### src/rtl/g711_companding_codec_defines.svh
// ----------------------------------------------------------------------------
// G.711 codec assertion macros
// Shared property wrappers for the codec's assertions, clocked on clk.
// ----------------------------------------------------------------------------
`ifndef G711_COMPANDING_CODEC_DEFINES_SVH
`define G711_COMPANDING_CODEC_DEFINES_SVH

// Check a property outside reset.
`define G711_ASSERT(lbl, prop, msg) \
  lbl: assert property (@(posedge clk) disable iff (!rst_n) (prop)) else $error(msg);

// Check a property at every edge, reset included.
`define G711_ASSERT_ALWAYS(lbl, prop, msg) \
  lbl: assert property (@(posedge clk) (prop)) else $error(msg);

`endif

### src/rtl/g711cc_pkg.sv
// ----------------------------------------------------------------------------
// G.711 codec package
// Codes, constants and segment helpers shared by the codec files.
// ----------------------------------------------------------------------------
`default_nettype none

package g711cc_pkg;

  typedef enum logic {
    MODE_ENCODE = 1'b0,
    MODE_DECODE = 1'b1
  } mode_t;

  typedef enum logic {
    LAW_A  = 1'b0,
    LAW_MU = 1'b1
  } law_t;

  localparam logic [7:0]  A_INV_POS   = 8'hD5;
  localparam logic [7:0]  A_INV_NEG   = 8'h55;
  localparam logic [7:0]  A_XOR       = 8'h55;
  localparam logic [7:0]  MU_INV_POS  = 8'hFF;
  localparam logic [7:0]  MU_INV_NEG  = 8'h7F;
  localparam logic [7:0]  CODE_MAX    = 8'h7F;
  localparam logic [13:0] MU_CLIP     = 14'd8159;
  localparam logic [13:0] MU_BIAS     = 14'd33;
  localparam logic [8:0]  A_DEC_OFFS  = 9'h108;
  localparam logic [8:0]  MU_DEC_BIAS = 9'h084;
  localparam logic [3:0]  MU_SEG_OVER = 4'd8;

  // Index of the highest set bit, zero for a zero word.
  function automatic logic [3:0] msb_index(input logic [13:0] v);
    logic [3:0] idx;
    idx = 4'd0;
    for (int i = 1; i < 14; i++) begin
      if (v[i]) idx = 4'(i);
    end
    return idx;
  endfunction

  // A-law segment: 0 up to 0x1F, then one per extra magnitude bit.
  function automatic logic [2:0] a_segment(input logic [11:0] v);
    logic [3:0] m;
    m = msb_index({2'b00, v});
    return (m < 4'd5) ? 3'd0 : 3'(m - 4'd4);
  endfunction

  // Mu-law segment: 0 up to 0x3F, 8 means beyond the last segment.
  function automatic logic [3:0] mu_segment(input logic [13:0] v);
    logic [3:0] m;
    m = msb_index(v);
    return (m < 4'd6) ? 4'd0 : (m - 4'd5);
  endfunction

endpackage

`default_nettype wire

### src/rtl/g711cc_if.sv
// ----------------------------------------------------------------------------
// G.711 codec channels
// Valid/ready request channels for the sample input and the result output.
// ----------------------------------------------------------------------------
`default_nettype none

interface g711cc_in_if import g711cc_pkg::*; ();
  logic               valid;
  logic               ready;
  logic               mode;
  logic signed [15:0] pcm_in;
  logic        [7:0]  code_in;

  modport source (output valid, mode, pcm_in, code_in, input ready);
  modport sink   (input valid, mode, pcm_in, code_in, output ready);
endinterface

interface g711cc_out_if import g711cc_pkg::*; ();
  logic               valid;
  logic               ready;
  logic        [7:0]  code_out;
  logic signed [15:0] pcm_out;

  modport source (output valid, code_out, pcm_out, input ready);
  modport sink   (input valid, code_out, pcm_out, output ready);
endinterface

`default_nettype wire

### src/rtl/g711_companding_codec.sv
// ----------------------------------------------------------------------------
// G.711 companding codec
// Stateless A-law / mu-law encoder and decoder, three-stage pipeline.
// ----------------------------------------------------------------------------
//
//   channel   direction  payload                       request accepted when
//   in_ch     sink       mode, pcm_in[15:0], code_in   valid && ready
//   out_ch    source     code_out[7:0], pcm_out[15:0]  valid && ready
//   cfg_*     sink       cfg_wdata (law_select)        cfg_we
//
// One request per cycle sustained while out_ch does not stall; stage 1 loads
// on the edge that accepts a request, then stage 2, then the output register.
// The three stages advance together: in_ch.ready is high whenever the output
// register is empty or being drained, so a stall at out_ch holds every stage.
// Synchronous active-low reset clears the valid bits and selects A-law.
// Write cfg_* only when no request is in flight.
// ----------------------------------------------------------------------------
`default_nettype none

`include "g711_companding_codec_defines.svh"

module g711_companding_codec import g711cc_pkg::*; (
  input  wire logic    clk,
  input  wire logic    rst_n,
  input  wire logic    cfg_we,
  input  wire logic    cfg_wdata,
  g711cc_in_if.sink    in_ch,
  g711cc_out_if.source out_ch
);

  // Law select register
  law_t law_r;

  always_ff @(posedge clk) begin
    if (!rst_n) begin
      law_r <= LAW_A;
    end else if (cfg_we) begin
      law_r <= law_t'(cfg_wdata);
    end
  end

  // Pipeline advance: every stage moves when the output slot frees up.
  logic out_valid_r;
  logic adv;

  assign adv         = !out_valid_r || out_ch.ready;
  assign in_ch.ready = adv;

  // ------------------------------------------------------------------------
  // Stage 1: fold the sample to a magnitude, strip the transmission mask
  // from the code byte.
  // ------------------------------------------------------------------------
  logic        s1_valid_r;
  mode_t       s1_mode_r;
  law_t        s1_law_r;
  logic        s1_neg_r;
  logic [13:0] s1_mag_r;
  logic        s1_flag_r;
  logic [2:0]  s1_seg_r;
  logic [3:0]  s1_mant_r;

  logic [13:0] s1_mag_nxt;
  logic [7:0]  s1_byte_nxt;

  always_comb begin
    if (law_r == LAW_A) begin
      // floor(s/8), negatives folded to one's complement
      s1_mag_nxt  = in_ch.pcm_in[15] ? {2'b00, ~in_ch.pcm_in[14:3]}
                                     : {2'b00,  in_ch.pcm_in[14:3]};
      s1_byte_nxt = in_ch.code_in ^ A_XOR;
    end else begin
      // floor(s/4), then true magnitude (up to 8192)
      s1_mag_nxt  = in_ch.pcm_in[15] ? (14'd0 - in_ch.pcm_in[15:2])
                                     : in_ch.pcm_in[15:2];
      s1_byte_nxt = ~in_ch.code_in;
    end
  end

  always_ff @(posedge clk) begin
    if (!rst_n) begin
      s1_valid_r <= 1'b0;
    end else if (adv) begin
      s1_valid_r <= in_ch.valid;
    end
  end

  always_ff @(posedge clk) begin
    if (adv) begin
      s1_mode_r <= mode_t'(in_ch.mode);
      s1_law_r  <= law_r;
      s1_neg_r  <= in_ch.pcm_in[15];
      s1_mag_r  <= s1_mag_nxt;
      s1_flag_r <= s1_byte_nxt[7];
      s1_seg_r  <= s1_byte_nxt[6:4];
      s1_mant_r <= s1_byte_nxt[3:0];
    end
  end

  // ------------------------------------------------------------------------
  // Stage 2: clip and bias the mu-law magnitude; build the decoder's
  // unshifted value and its shift.
  // ------------------------------------------------------------------------
  logic        s2_valid_r;
  mode_t       s2_mode_r;
  law_t        s2_law_r;
  logic        s2_neg_r;
  logic [13:0] s2_val_r;
  logic        s2_flag_r;
  logic [8:0]  s2_base_r;
  logic [2:0]  s2_sh_r;

  logic [13:0] s2_val_nxt;
  logic [8:0]  s2_base_nxt;
  logic [2:0]  s2_sh_nxt;

  always_comb begin
    if (s1_law_r == LAW_A) begin
      s2_val_nxt = s1_mag_r;
      if (s1_seg_r == 3'd0) begin
        s2_base_nxt = {1'b0, s1_mant_r, 4'h8};
        s2_sh_nxt   = 3'd0;
      end else begin
        s2_base_nxt = {1'b0, s1_mant_r, 4'h0} + A_DEC_OFFS;
        s2_sh_nxt   = s1_seg_r - 3'd1;
      end
    end else begin
      // a clipped magnitude biases to 8192, past the last segment
      s2_val_nxt  = ((s1_mag_r > MU_CLIP) ? MU_CLIP : s1_mag_r) + MU_BIAS;
      s2_base_nxt = {2'b00, s1_mant_r, 3'b000} + MU_DEC_BIAS;
      s2_sh_nxt   = s1_seg_r;
    end
  end

  always_ff @(posedge clk) begin
    if (!rst_n) begin
      s2_valid_r <= 1'b0;
    end else if (adv) begin
      s2_valid_r <= s1_valid_r;
    end
  end

  always_ff @(posedge clk) begin
    if (adv) begin
      s2_mode_r <= s1_mode_r;
      s2_law_r  <= s1_law_r;
      s2_neg_r  <= s1_neg_r;
      s2_val_r  <= s2_val_nxt;
      s2_flag_r <= s1_flag_r;
      s2_base_r <= s2_base_nxt;
      s2_sh_r   <= s2_sh_nxt;
    end
  end

  // ------------------------------------------------------------------------
  // Stage 3: segment search and code assembly, decoder shift and sign;
  // lands in the output register.
  // ------------------------------------------------------------------------
  mode_t              out_mode_r;
  logic [7:0]         out_code_r;
  logic signed [15:0] out_pcm_r;

  logic [2:0]  a_seg;
  logic [3:0]  mu_seg;
  logic [13:0] a_shifted;
  logic [13:0] mu_shifted;
  logic [7:0]  enc_code;
  logic [15:0] dec_mag;
  logic [15:0] dec_pcm;
  logic [7:0]  out_code_nxt;
  logic [15:0] out_pcm_nxt;

  always_comb begin
    a_seg      = a_segment(s2_val_r[11:0]);
    mu_seg     = mu_segment(s2_val_r);
    // the two lowest segments share one step size
    a_shifted  = s2_val_r >> ((a_seg == 3'd0) ? 3'd1 : a_seg);
    mu_shifted = s2_val_r >> (mu_seg + 4'd1);

    if (s2_law_r == LAW_A) begin
      enc_code = {1'b0, a_seg, a_shifted[3:0]} ^ (s2_neg_r ? A_INV_NEG : A_INV_POS);
    end else if (mu_seg == MU_SEG_OVER) begin
      enc_code = CODE_MAX ^ (s2_neg_r ? MU_INV_NEG : MU_INV_POS);
    end else begin
      enc_code = {1'b0, mu_seg[2:0], mu_shifted[3:0]}
                 ^ (s2_neg_r ? MU_INV_NEG : MU_INV_POS);
    end

    dec_mag = {7'd0, s2_base_r} << s2_sh_r;
    if (s2_law_r == LAW_A) begin
      dec_pcm = s2_flag_r ? dec_mag : (16'd0 - dec_mag);
    end else begin
      dec_pcm = s2_flag_r ? ({7'd0, MU_DEC_BIAS} - dec_mag)
                          : (dec_mag - {7'd0, MU_DEC_BIAS});
    end

    // zero the field the operation does not produce
    out_code_nxt = (s2_mode_r == MODE_ENCODE) ? enc_code : 8'd0;
    out_pcm_nxt  = (s2_mode_r == MODE_DECODE) ? dec_pcm  : 16'd0;
  end

  always_ff @(posedge clk) begin
    if (!rst_n) begin
      out_valid_r <= 1'b0;
    end else if (adv) begin
      out_valid_r <= s2_valid_r;
    end
  end

  always_ff @(posedge clk) begin
    if (adv) begin
      out_mode_r <= s2_mode_r;
      out_code_r <= out_code_nxt;
      out_pcm_r  <= signed'(out_pcm_nxt);
    end
  end

  assign out_ch.valid    = out_valid_r;
  assign out_ch.code_out = out_code_r;
  assign out_ch.pcm_out  = out_pcm_r;

  // ------------------------------------------------------------------------
  // Assertions
  // ------------------------------------------------------------------------
  `G711_ASSERT(a_accept_enters, (in_ch.valid && in_ch.ready) |=> s1_valid_r, "accepted request lost at stage 1")
  `G711_ASSERT(a_enc_pcm_zero, (out_valid_r && out_mode_r == MODE_ENCODE) |-> (out_pcm_r == 16'sd0), "encode result carries a sample")
  `G711_ASSERT(a_dec_code_zero, (out_valid_r && out_mode_r == MODE_DECODE) |-> (out_code_r == 8'd0), "decode result carries a code")
  `G711_ASSERT(a_stall_holds_s2, (s2_valid_r && !adv) |=> s2_valid_r, "stage 2 request dropped during stall")
  `G711_ASSERT_ALWAYS(a_reset_clears, !rst_n |=> (!out_valid_r && !s1_valid_r && !s2_valid_r), "valid bits not cleared by reset")

endmodule

`default_nettype wire
### src/flat_wrapper.sv
// flat-port wrapper written by rule: the top's interface ports become plain ports
module g711_companding_codec_flat import g711cc_pkg::*;
  (clk, rst_n, cfg_we, cfg_wdata, in_ch_valid, in_ch_mode, in_ch_pcm_in, in_ch_code_in, in_ch_ready, out_ch_valid, out_ch_code_out, out_ch_pcm_out, out_ch_ready);
  g711cc_in_if in_ch_i ();
  g711cc_out_if out_ch_i ();
  input  wire logic clk;
  input  wire logic rst_n;
  input  wire logic cfg_we;
  input  wire logic cfg_wdata;
  input wire logic [$bits(in_ch_i.valid)-1:0] in_ch_valid;
  input wire logic [$bits(in_ch_i.mode)-1:0] in_ch_mode;
  input wire logic [$bits(in_ch_i.pcm_in)-1:0] in_ch_pcm_in;
  input wire logic [$bits(in_ch_i.code_in)-1:0] in_ch_code_in;
  output wire logic [$bits(in_ch_i.ready)-1:0] in_ch_ready;
  output wire logic [$bits(out_ch_i.valid)-1:0] out_ch_valid;
  output wire logic [$bits(out_ch_i.code_out)-1:0] out_ch_code_out;
  output wire logic [$bits(out_ch_i.pcm_out)-1:0] out_ch_pcm_out;
  input wire logic [$bits(out_ch_i.ready)-1:0] out_ch_ready;
  assign in_ch_i.valid = in_ch_valid;
  assign in_ch_i.mode = in_ch_mode;
  assign in_ch_i.pcm_in = in_ch_pcm_in;
  assign in_ch_i.code_in = in_ch_code_in;
  assign in_ch_ready = in_ch_i.ready;
  assign out_ch_valid = out_ch_i.valid;
  assign out_ch_code_out = out_ch_i.code_out;
  assign out_ch_pcm_out = out_ch_i.pcm_out;
  assign out_ch_i.ready = out_ch_ready;
  g711_companding_codec u_core (.clk(clk), .rst_n(rst_n), .cfg_we(cfg_we), .cfg_wdata(cfg_wdata), .in_ch(in_ch_i), .out_ch(out_ch_i));
endmodule
### config.mk
export PLATFORM = sky130hd
export DESIGN_NAME = g711_companding_codec_flat
export DESIGN_NICKNAME = d
export VERILOG_FILES = /design/src/rtl/g711cc_pkg.sv /design/src/rtl/g711cc_if.sv /design/src/rtl/g711_companding_codec.sv /design/src/flat_wrapper.sv
export VERILOG_INCLUDE_DIRS = /design/src /design/src/rtl
export SDC_FILE = /design/constraint.sdc
export NUM_CORES = 1
export LEC_CHECK = 0
export ABC_CLOCK_PERIOD_IN_PS = 3410
export BUFFER_PORTS_ARGS = -buffer_cell sky130_fd_sc_hd__buf_2
export CORE_UTILIZATION = 50
export CTS_CLUSTER_DIAMETER = 40
export DETAILED_ROUTE_END_ITERATION = 8
export PLACE_DENSITY_LB_ADDON = 0.1
export SYNTH_ARGS = -nofsm -noshare
export SYNTH_HDL_FRONTEND = slang
export SYNTH_SLANG_ARGS = --single-unit
### constraint.sdc
create_clock -name clk -period 3.41 [get_ports clk]
set_input_delay 0 -clock clk [delete_from_list [all_inputs] [get_ports clk]]
set_output_delay 0 -clock clk [all_outputs]
set_load 0.01 [all_outputs]
# [After elaboration in Yosys (flattened, before gate mapping)]
# Cells that the tools add are included.
[word_totals] input_bits=31 ff_bits=83 word_cells=81 out_inout_bits=26
[op_classes] order_cmp=3 n_mux=33 bitwise=6 n_eq_ne=1 add_sub_neg=11 shift=3 reduce_logical=4
[op_table] cell="$mux 14" count=4
[op_table] cell="$mux 16" count=3
[op_table] cell="$mux 8" count=5
[op_table] cell="$mux 4" count=7
[op_table] cell="$mux 3" count=8
[op_table] cell="$mux 9" count=2
[op_table] cell="$shl 9x3->16" count=1
[op_table] cell="$sub 1x16->16 const A" count=1
[op_table] cell="$sub 16x8->16 const B" count=1
[op_table] cell="$sub 8x16->16 const A" count=1
[op_table] cell="$xor 7x8->8" count=2
[op_table] cell="$add 14x6->14 const B" count=1
[op_table] cell="$gt 14x13->1 const B" count=1
[op_table] cell="$shr 14x3->4" count=1
[op_table] cell="$shr 14x4->4" count=1
[op_table] cell="$sub 1x14->14 const A" count=1
[op_table] cell="$mux 12" count=1
[op_table] cell="$not 12->12" count=1
[op_table] cell="$add 7x8->9 const B" count=1
[op_table] cell="$add 8x9->9 const B" count=1
[op_table] cell="$lt 4x3->1 const B" count=2
[op_table] cell="$not 8->8" count=1
[op_table] cell="$not 7->7" count=1
[op_table] cell="$logic_not 3->1" count=2
[op_table] cell="10 further kinds" count=11

# [Longest topological paths before layout]
# Gate-level depths: netlist of the first run.
[logic_depth] ltp_word=20 depth_mapped=17 depth_no_buf=15

# [Worst setup path before layout of the first run]
# Ideal clock, no wire load.
[synth_path] path_type="flip-flop to flip-flop" from="reg u_core.s2_val_r[11]" to="reg u_core.out_code_r[1], in the netlist u_core.out_ch.code_out[1] (data pin)" path_stages_with_launch=18 arrival_ns=3.508 slack_ns=-0.365 cell_sequence="edfxtp_1 > clkbuf_1 > nor2_1 > a21oi_1 > o41ai_4 > buf_2 > xnor2_1 > o21ai_0 > inv_1 > ha_1 > nor2b_1 > nand2_1 > a21oi_2 > a2111oi_4 > nand2_4 > mux2i_1 > a31oi_1 > a31oi_1"
[synth_between] elab_chain_len=10
[synth_lines] element="from (decl)" line_no="g711_companding_codec.sv:107" text="logic [13:0] s2_val_r;"
[synth_lines] element="from (signal assigned)" line_no="g711_companding_codec.sv:147" text="s2_val_r <= s2_val_nxt;"
[synth_lines] element="$mux 4 (3 in series)" line_no="g711cc_pkg.sv:36" text="if (v[i]) idx = 4'(i);"
[synth_lines] element="$sub 4x3->4 / $lt 4x3->1 (equally long branches)" line_no="g711cc_pkg.sv:52" text="return (m < 4'd6) ? 4'd0 : (m - 4'd5);"
[synth_lines] element="$mux 4" line_no="g711cc_pkg.sv:52"
[synth_lines] element="$add 4x1->4" line_no="g711_companding_codec.sv:177" text="mu_shifted = s2_val_r >> (mu_seg + 4'd1);"
[synth_lines] element="$shr 14x4->4" line_no="g711_companding_codec.sv:177"
[synth_lines] element="$xor 7x8->8" line_no="g711_companding_codec.sv:185" text="^ (s2_neg_r ? MU_INV_NEG : MU_INV_POS);"
[synth_lines] element="$mux 8" line_no="g711_companding_codec.sv:181" text="end else if (mu_seg == MU_SEG_OVER) begin"
[synth_lines] element="$mux 8 *" line_no="g711_companding_codec.sv:179" text="if (s2_law_r == LAW_A) begin"
[synth_lines] element="to (signal assigned)" line_no="g711_companding_codec.sv:212" text="out_code_r <= out_code_nxt;"
[synth_lines] element="to (decl)" line_no="g711_companding_codec.sv:159" text="logic [7:0] out_code_r;"
# Every way passes the cells marked *; elsewhere a longest branch is shown, timed or not.
# A chain may end at the register's enable or synchronous reset.

# [Worst setup path in the final report of the first run]
[layout_path] from="reg u_core.s2_val_r[9]" to="reg u_core.out_code_r[0], in the netlist u_core.out_ch.code_out[0] (data pin)"
[layout_between] elab_chain_len=12
[layout_lines] element="$mux 4 (5 in series)" line_no="g711cc_pkg.sv:36"
[layout_lines] element="$sub 4x3->4 / $lt 4x3->1 (equally long branches)" line_no="g711cc_pkg.sv:52"
[layout_lines] element="$mux 4" line_no="g711cc_pkg.sv:52"
[layout_lines] element="$add 4x1->4" line_no="g711_companding_codec.sv:177"
[layout_lines] element="$shr 14x4->4" line_no="g711_companding_codec.sv:177"
[layout_lines] element="$xor 7x8->8" line_no="g711_companding_codec.sv:185"
[layout_lines] element="$mux 8" line_no="g711_companding_codec.sv:181"
[layout_lines] element="$mux 8 *" line_no="g711_companding_codec.sv:179"
# Marks and branches as above.

==> results of run 1 <==
## final cells by class
class,instances,area [µm²]
clock buffer,10,229.0
inverter,28,105.1
timing repair buffer,104,689.4
clock inverter,6,92.59
tap,140,175.2
fill,938,4169
sequential,78,2302
multi-input combinational,480,3316
## layer usage
metal | track usage, % | vias to the layer above | part of all wire [%]
met2 | 36.25 | 144 | 48
li1 | - | 2454 | -
met5 | 0 | - | 0
met3 | 3.794 | 16 | 4.9
met1 | 29.25 | 2241 | 46
met4 | 7.143 | 0 | 1.4
## placed cells by master (no fill, tap or decap), types with 9 or more instances in the layout
cell type,count
a31oi_1,15
dlygate4sd3_1,14
nor2_1,45
nand2b_1,10
mux2_2,14
xor2_1,30
a21oi_1,50
o21ai_0,36
nand3_1,15
nand2_1,57
xnor2_1,9
ha_1,9
clkbuf_16,9
inv_1,26
edfxtp_1,74
buf_2,52
mux2i_1,24
nor2b_1,14
buf_4,37
or3_1,9
and2_1,11
## worst reg2reg max path: stages (launching register included)
cell       delay [ns]
edfxtp_1         0.47
buf_6            0.17
o41ai_4          0.37
xnor2_1          0.13
o21ai_1          0.20
inv_1            0.11
ha_4             0.19
nor2b_4          0.13
nand2_4          0.08
a21oi_4          0.06
a2111oi_4        0.36
buf_4            0.19
nand2_4          0.09
buf_4            0.17
mux2i_1          0.12
nand3b_1         0.09
o311ai_1         0.10
## repair_timing
item | 4_1_cts | 5_1_grt
buffers inserted | 0 | 10
resized for setup | 0 | 11
hold buffers | 14 | 0
hold endpoints to repair | 15 | 0
endpoints found under the setup margin | 0 | 4
## through the flow
| step | TNS [ns] | instances | utilization (%) | hold slack [ns] | instance area [µm²] |
|---|---|---|---|---|---|
| after floorplan | -0.4033 | 629 | - | 0.09887 | 5874 |
| after global placement | 0 | 806 | 57.08 | 0.1811 | 6324 |
| after detailed placement | 0 | 806 | 57.08 | 0.1833 | 6324 |
| after CTS | 0 | 836 | 61.25 | 0.01021 | 6785 |
| after global routing | -0.2626 | 846 | 62.37 | 0.03447 | 6909 |
| final | 0 | 846 | 62.37 | 0.02261 | 6909 |
## path summary, 6_finish.rpt
| path | end | slack (ns) |
|---|---|---|
| hold / removal | u_core.s1_mag_r[13] | 0.02 |
| setup / recovery | u_core.out_ch.code_out[0] | 0.10 |
| setup reg to reg | u_core.out_ch.code_out[0] | 0.10 |
| hold reg to reg | u_core.s2_flag_r | 0.42 |
## where the power goes
part / internal [W] / switching (W) / leakage (nW)
Combinational: 0.000712 / 0.000828 / 1.91
Sequential: 0.00123 / 0.000138 / 0.837
Clock: 0.000646 / 0.000392 / 0.150
Total: 0.00259 / 0.00136 / 2.90
## sequential cells by signal (all words and copies together), names as in the netlist, 3 cells and up
signal,count
u_core.s2_sh_r,3
u_core.s2_base_r,7
u_core.s1_mant_r,4
u_core.s1_mag_r,14
u_core.s2_val_r,14
u_core.s1_seg_r,3
u_core.out_ch.pcm_out,14
u_core.out_ch.code_out,8
## logic make-up after synthesis
kind of cell / after synthesis / synth area share [%]
AO/OA/AOI/OAI: 179 / 20.86
XOR/XNOR: 39 / 5.890
adder cells (fa/ha/maj): 10 / 2.157
buffers and inverters: 71 / 4.962
flip-flops: 78 / 39.70
multiplexers: 42 / 8.198
other: 1 / 0.06466
AND/OR/NAND/NOR: 208 / 18.17
==> out/results.txt, run 1 <==
outcome -> finished, final reports clean
DR WL/cell -> 15.21 µm
IO Pins -> 57
Avg Synthesized Cell Area -> 9.235 µm²
synth-to-layout area growth -> 19.14%
Root Buffer -> clkbuf_16
Hold/Removal Path Class -> input pin to register
Clk Latency, worst-skew pair -> 0.34 ns
Slowest-stage cell, CP -> edfxtp_1
Final Max Tran Viols -> 0
Setup WS pre-CTS -> 0.06918 ns
CTS tree -> built
Achievable Freq -> 0.3025 GHz
global route total overflow -> 0
post-synth top area share -> 38.32%
die height -> 109.7 µm
total wire length -> 12860 µm
Yosys reg bits -> 78
Setup violations, final -> 0
crit-path cells -> buf_6 -> o41ai_4 -> xnor2_1 -> o21ai_1 -> inv_1 -> ha_4 -> nor2b_4 -> nand2_4 -> a21oi_4 -> a2111oi_4 -> buf_4 -> nand2_4 -> buf_4 -> mux2i_1 -> nand3b_1 -> o311ai_1
dpl hpwl -> 8949 µm
fin crit period -> 3.306 ns
layout cells sized above 1 -> 22.24%
dominant cells by area after synthesis -> edfxtp_1 (38%), xor2_1 (4.5%), a21oi_1 (4.4%)
via/cell ratio -> 5.739
max cap viols -> 0
die area -> 12030 µm²
antenna cell count -> 0
total power -> 0.003944 W
antenna violations before repair -> 0
Cells after Synth -> 628
Core Area -> 11080 µm²
First DRT Iteration DRCs -> 282
vias in the first global route -> 4311
worst reg2reg path startpoint -> u_core.s2_val_r[9]
synthesized area -> 5799 µm²
WP data arrival -> 3.36 ns
PortBufs -> 52
peak supply drop -> 0.0002852 V
Residual DRC -> 0
first-pass GRT wire length -> 20530 µm
Final period util -> 96.95%
Setup CP Type -> register to register
clock buffer depth -> 2
CP Launch Type -> register
row count -> 38
number of synthesized flops with an enable pin -> 74
hold path depth -> 2
number of routed nets with antenna violations -> 0
HP Start -> in_ch_pcm_in[13]
Max stage delay on crit path -> 0.47 ns
Worst-Margin Slew -> 1.024 ns
die width -> 109.7 µm
Worst Path Max Fanout -> 8
total clock sinks -> 78
fraction of registers with async set/reset -> 0%
most common flop cell mapped by yosys -> edfxtp_1
sequential area share after synthesis -> 39.70%
worst setup path startpoint -> u_core.s2_val_r[9]
Reg2Reg Depth -> 16
total iterations of the first detailed-routing run -> 5
clock-pin slew on the worst setup and hold paths -> 0.06 ns
CP top delay family -> compound AO/OA/AOI/OAI gates
number of library cell types mapped by synthesis -> 72
clk_skew -> 0.009750 ns
DR vias -> 4855
H-tree Lvls -> 3
WP buf/inv -> 4
total of warnings raised by yosys -> 0
Post-layout nets -> 742
P per Cell Area -> 570.8 nW/µm²
starting density of the core -> 52.35%
fin worst setup slack -> 0.1040 ns
total number of cells along the worst setup path -> 16
CP required -> 3.47 ns
CP Capture Type -> register
overall routing resource usage -> 21.96%
count leader, synth -> edfxtp_1
Slew HR -> 31.61%
final hold violation count -> 0
Inserted Clock Buffers -> 9
Placer Congestion -> 0.8595
Synth top cells by count -> edfxtp_1 (74), nand2_1 (58), a21oi_1 (51), nor2_1 (48), o21ai_0 (37)
largest net degree at the start of global routing -> 79
LEAKAGE -> 2.899 nW
area leader, netlist -> edfxtp_1
No activity file was read; power rests on OpenSTA's default activity.
==> run 2: changes to the inputs <==
--- a/config.mk
+++ b/config.mk
@@ -6,7 +6,7 @@
 export SDC_FILE = /design/constraint.sdc
 export NUM_CORES = 1
 export LEC_CHECK = 0
-export ABC_CLOCK_PERIOD_IN_PS = 3410
+export ABC_CLOCK_PERIOD_IN_PS = 3280
 export BUFFER_PORTS_ARGS = -buffer_cell sky130_fd_sc_hd__buf_2
 export CORE_UTILIZATION = 50
 export CTS_CLUSTER_DIAMETER = 40
==> constraint.sdc (replaced) <==
create_clock -name clk -period 3.28 [get_ports clk]
set_input_delay 0 -clock clk [delete_from_list [all_inputs] [get_ports clk]]
set_output_delay 0 -clock clk [all_outputs]
set_load 0.01 [all_outputs]
==> run 2 against run 1 <==
Compared with the run above:
- the run now ends with setup timing left
- power rose by 5.3%
- sequential share of layout area is 0.49 points lower
- final area increased by 1.5%
- non-clock buffer count grew 15
- sequential power is 3% higher
- fmax down 0.49%
- first-iteration DRC count up 11%
- hold slack got worse by 0.0088 ns
- wire length is 1.8% higher
- cell count rose by 1.8%
- count of clock-buffer cells in the layout fell by 1
- combinational power grew 9.7%
==> out/results.txt, run 2 (synthesis gave the netlist of run 1 again) <==
CP Launch Type -> register
Clk Latency, worst-skew pair -> 0.34 ns (about the same)
largest net degree at the start of global routing -> 79 (unchanged)
IO Pins -> 57 (unchanged)
Setup CP Type -> register to register
worst reg2reg path startpoint -> u_core.s2_val_r[9]
Setup violations, final -> 3 (+3)
final hold violation count -> 0 (unchanged)
global route total overflow -> 0 (unchanged)
dpl hpwl -> 9104 µm (+1.7%)
CTS tree -> built
max cap viols -> 0 (unchanged)
CP required -> 3.36 ns (-0.11 ns)
Achievable Freq -> 0.3010 GHz (-0.49%)
total iterations of the first detailed-routing run -> 6 (+1)
starting density of the core -> 52.35% (unchanged)
Placer Congestion -> 0.8822 (+2.6%)
outcome -> complete, but fails checks
DR WL/cell -> 15.21 µm (about the same)
RSZ-0062 raised after global routing -> true
Inserted Clock Buffers -> 9 (unchanged)
total clock sinks -> 78 (unchanged)
CP Capture Type -> register
die width -> 109.7 µm (unchanged)
DR vias -> 4965 (+2.3%)
row count -> 38 (unchanged)
Final Max Tran Viols -> 0 (unchanged)
total power -> 0.004153 W (+5.3%)
Hold/Removal Path Class -> input pin to register
First DRT Iteration DRCs -> 314 (+11%)
number of routed nets with antenna violations -> 0 (unchanged)
Root Buffer -> clkbuf_16
first-pass GRT wire length -> 20980 µm (+2.2%)
leading cell type in the layout, fill and taps excluded -> edfxtp_1
violated checks -> setup timing
Residual DRC -> 0 (unchanged)
via/cell ratio -> 5.767 (+0.48%)
LEAKAGE -> 2.962 nW (+2.2%)
H-tree Lvls -> 3 (unchanged)
clk_skew -> 0.008638 ns (-0.001112 ns)
worst-case hold slack -> 0.01383 ns (-0.008780 ns)
PortBufs -> 52 (unchanged)
P per Cell Area -> 592.3 nW/µm² (+3.8%)
die height -> 109.7 µm (unchanged)
overall routing resource usage -> 22.53% (+0.56 points)
WP data arrival -> 3.41 ns (+0.05 ns)
total wire length -> 13090 µm (+1.8%)
HP Start -> in_ch_pcm_in[13]
peak supply drop -> 0.0002959 V (+3.8%)
synth-to-layout area growth -> 20.91%
layout cells sized above 1 -> 23.30% (+1.1 points)
die area -> 12030 µm² (unchanged)
Post-layout nets -> 757 (+2.0%)
clock buffer depth -> 2 (unchanged)
Worst Path Max Fanout -> 8 (unchanged)
Slew HR -> 32.21% (+0.59 points)
clock-pin slew on the worst setup and hold paths -> 0.07 ns (about the same)
Worst-Margin Slew -> 1.016 ns (-0.008889 ns)
antenna cell count -> 0 (unchanged)
Core Area -> 11080 µm² (unchanged)
fin worst setup slack -> -0.04225 ns (-0.1462 ns)
vias in the first global route -> 4392 (+1.9%)
antenna violations before repair -> 0 (unchanged)
Final period util -> 101.3% (+4.3 points)
worst setup path startpoint -> u_core.s2_val_r[9]
fin crit period -> 3.322 ns (+0.01622 ns)
commonest cells after routing, fill and taps aside -> edfxtp_1 (74), nand2_1 (57), buf_2 (52), a21oi_1 (50), buf_4 (50)
-- run 2: path summary, 6_finish.rpt --
kind,cells past startpoint,endpoint,slack [ns]
max,14,u_core.out_ch.code_out[1],-0.04
min,2,u_core.s1_mag_r[13],0.01
max reg2reg,14,u_core.out_ch.code_out[1],-0.04
min reg2reg,0,u_core.s2_flag_r,0.42
-- run 2: cell type report --
cell class	count	area (µm²)
Clock buffer	9	225.2
Fill cell	939	4066
Inverter	28	105.1
Sequential cell	78	2302
Timing Repair Buffer	119	808.3
Multi-Input combinational cell	480	3308
Tap cell	140	175.2
Clock inverter	7	87.58
-- run 2: per-layer routing --
metal / up-vias / wire, µm / global-route usage [%]
li1: 2493 / - / -
met1: 2303 / 6092 / 30.29
met2: 150 / 6191 / 37.20
met3: 19 / 566 / 3.023
met4: 0 / 242 / 8.000
met5: - / 0 / 0
-- run 2: stage by stage --
step                setup WS, ns  cells  instance area, µm²  utilization [%]  TNS (ns)
global placement         0.08617    817                6406            57.83         0
finish                  -0.04225    861                7012            63.29  -0.05911
detailed placement      -0.06245    817                6406            57.83   -0.1585
CTS                     0.006013    850                6884            62.14         0
global route             -0.2096    861                7012            63.29   -0.6870
floorplan                -0.2674    629                5874                -   -0.9233
-- run 2: what timing repair did --
action                     in CTS  in global routing
gates cloned                    0                  0
hold buffers                   15                  0
setup endpoints to repair       4                  5
hold endpoints to repair       15                  0
pin swaps                       0                  8
gates resized for setup         0                 11
setup buffers                   2                 11
-- run 2: critical path, stage by stage, from the launching register on --
cell and delay (ns):
edfxtp_1 0.46, buf_4 0.22, o41ai_4 0.41, xnor2_1 0.12, o21ai_1 0.16, inv_1 0.09
ha_4 0.18, nor2b_4 0.13, nand2_4 0.08, a21oi_4 0.06, a2111oi_4 0.48, buf_4 0.20
nand3_1 0.09, a311oi_2 0.25, a31oi_1 0.12
-- run 2: report_power, final --
| part | internal, W | switching (W) |
|---|---|---|
| registers | 0.00128 | 0.000136 |
| clock network | 0.000608 | 0.000446 |
| logic | 0.000798 | 0.000888 |
| total | 0.00268 | 0.00147 |
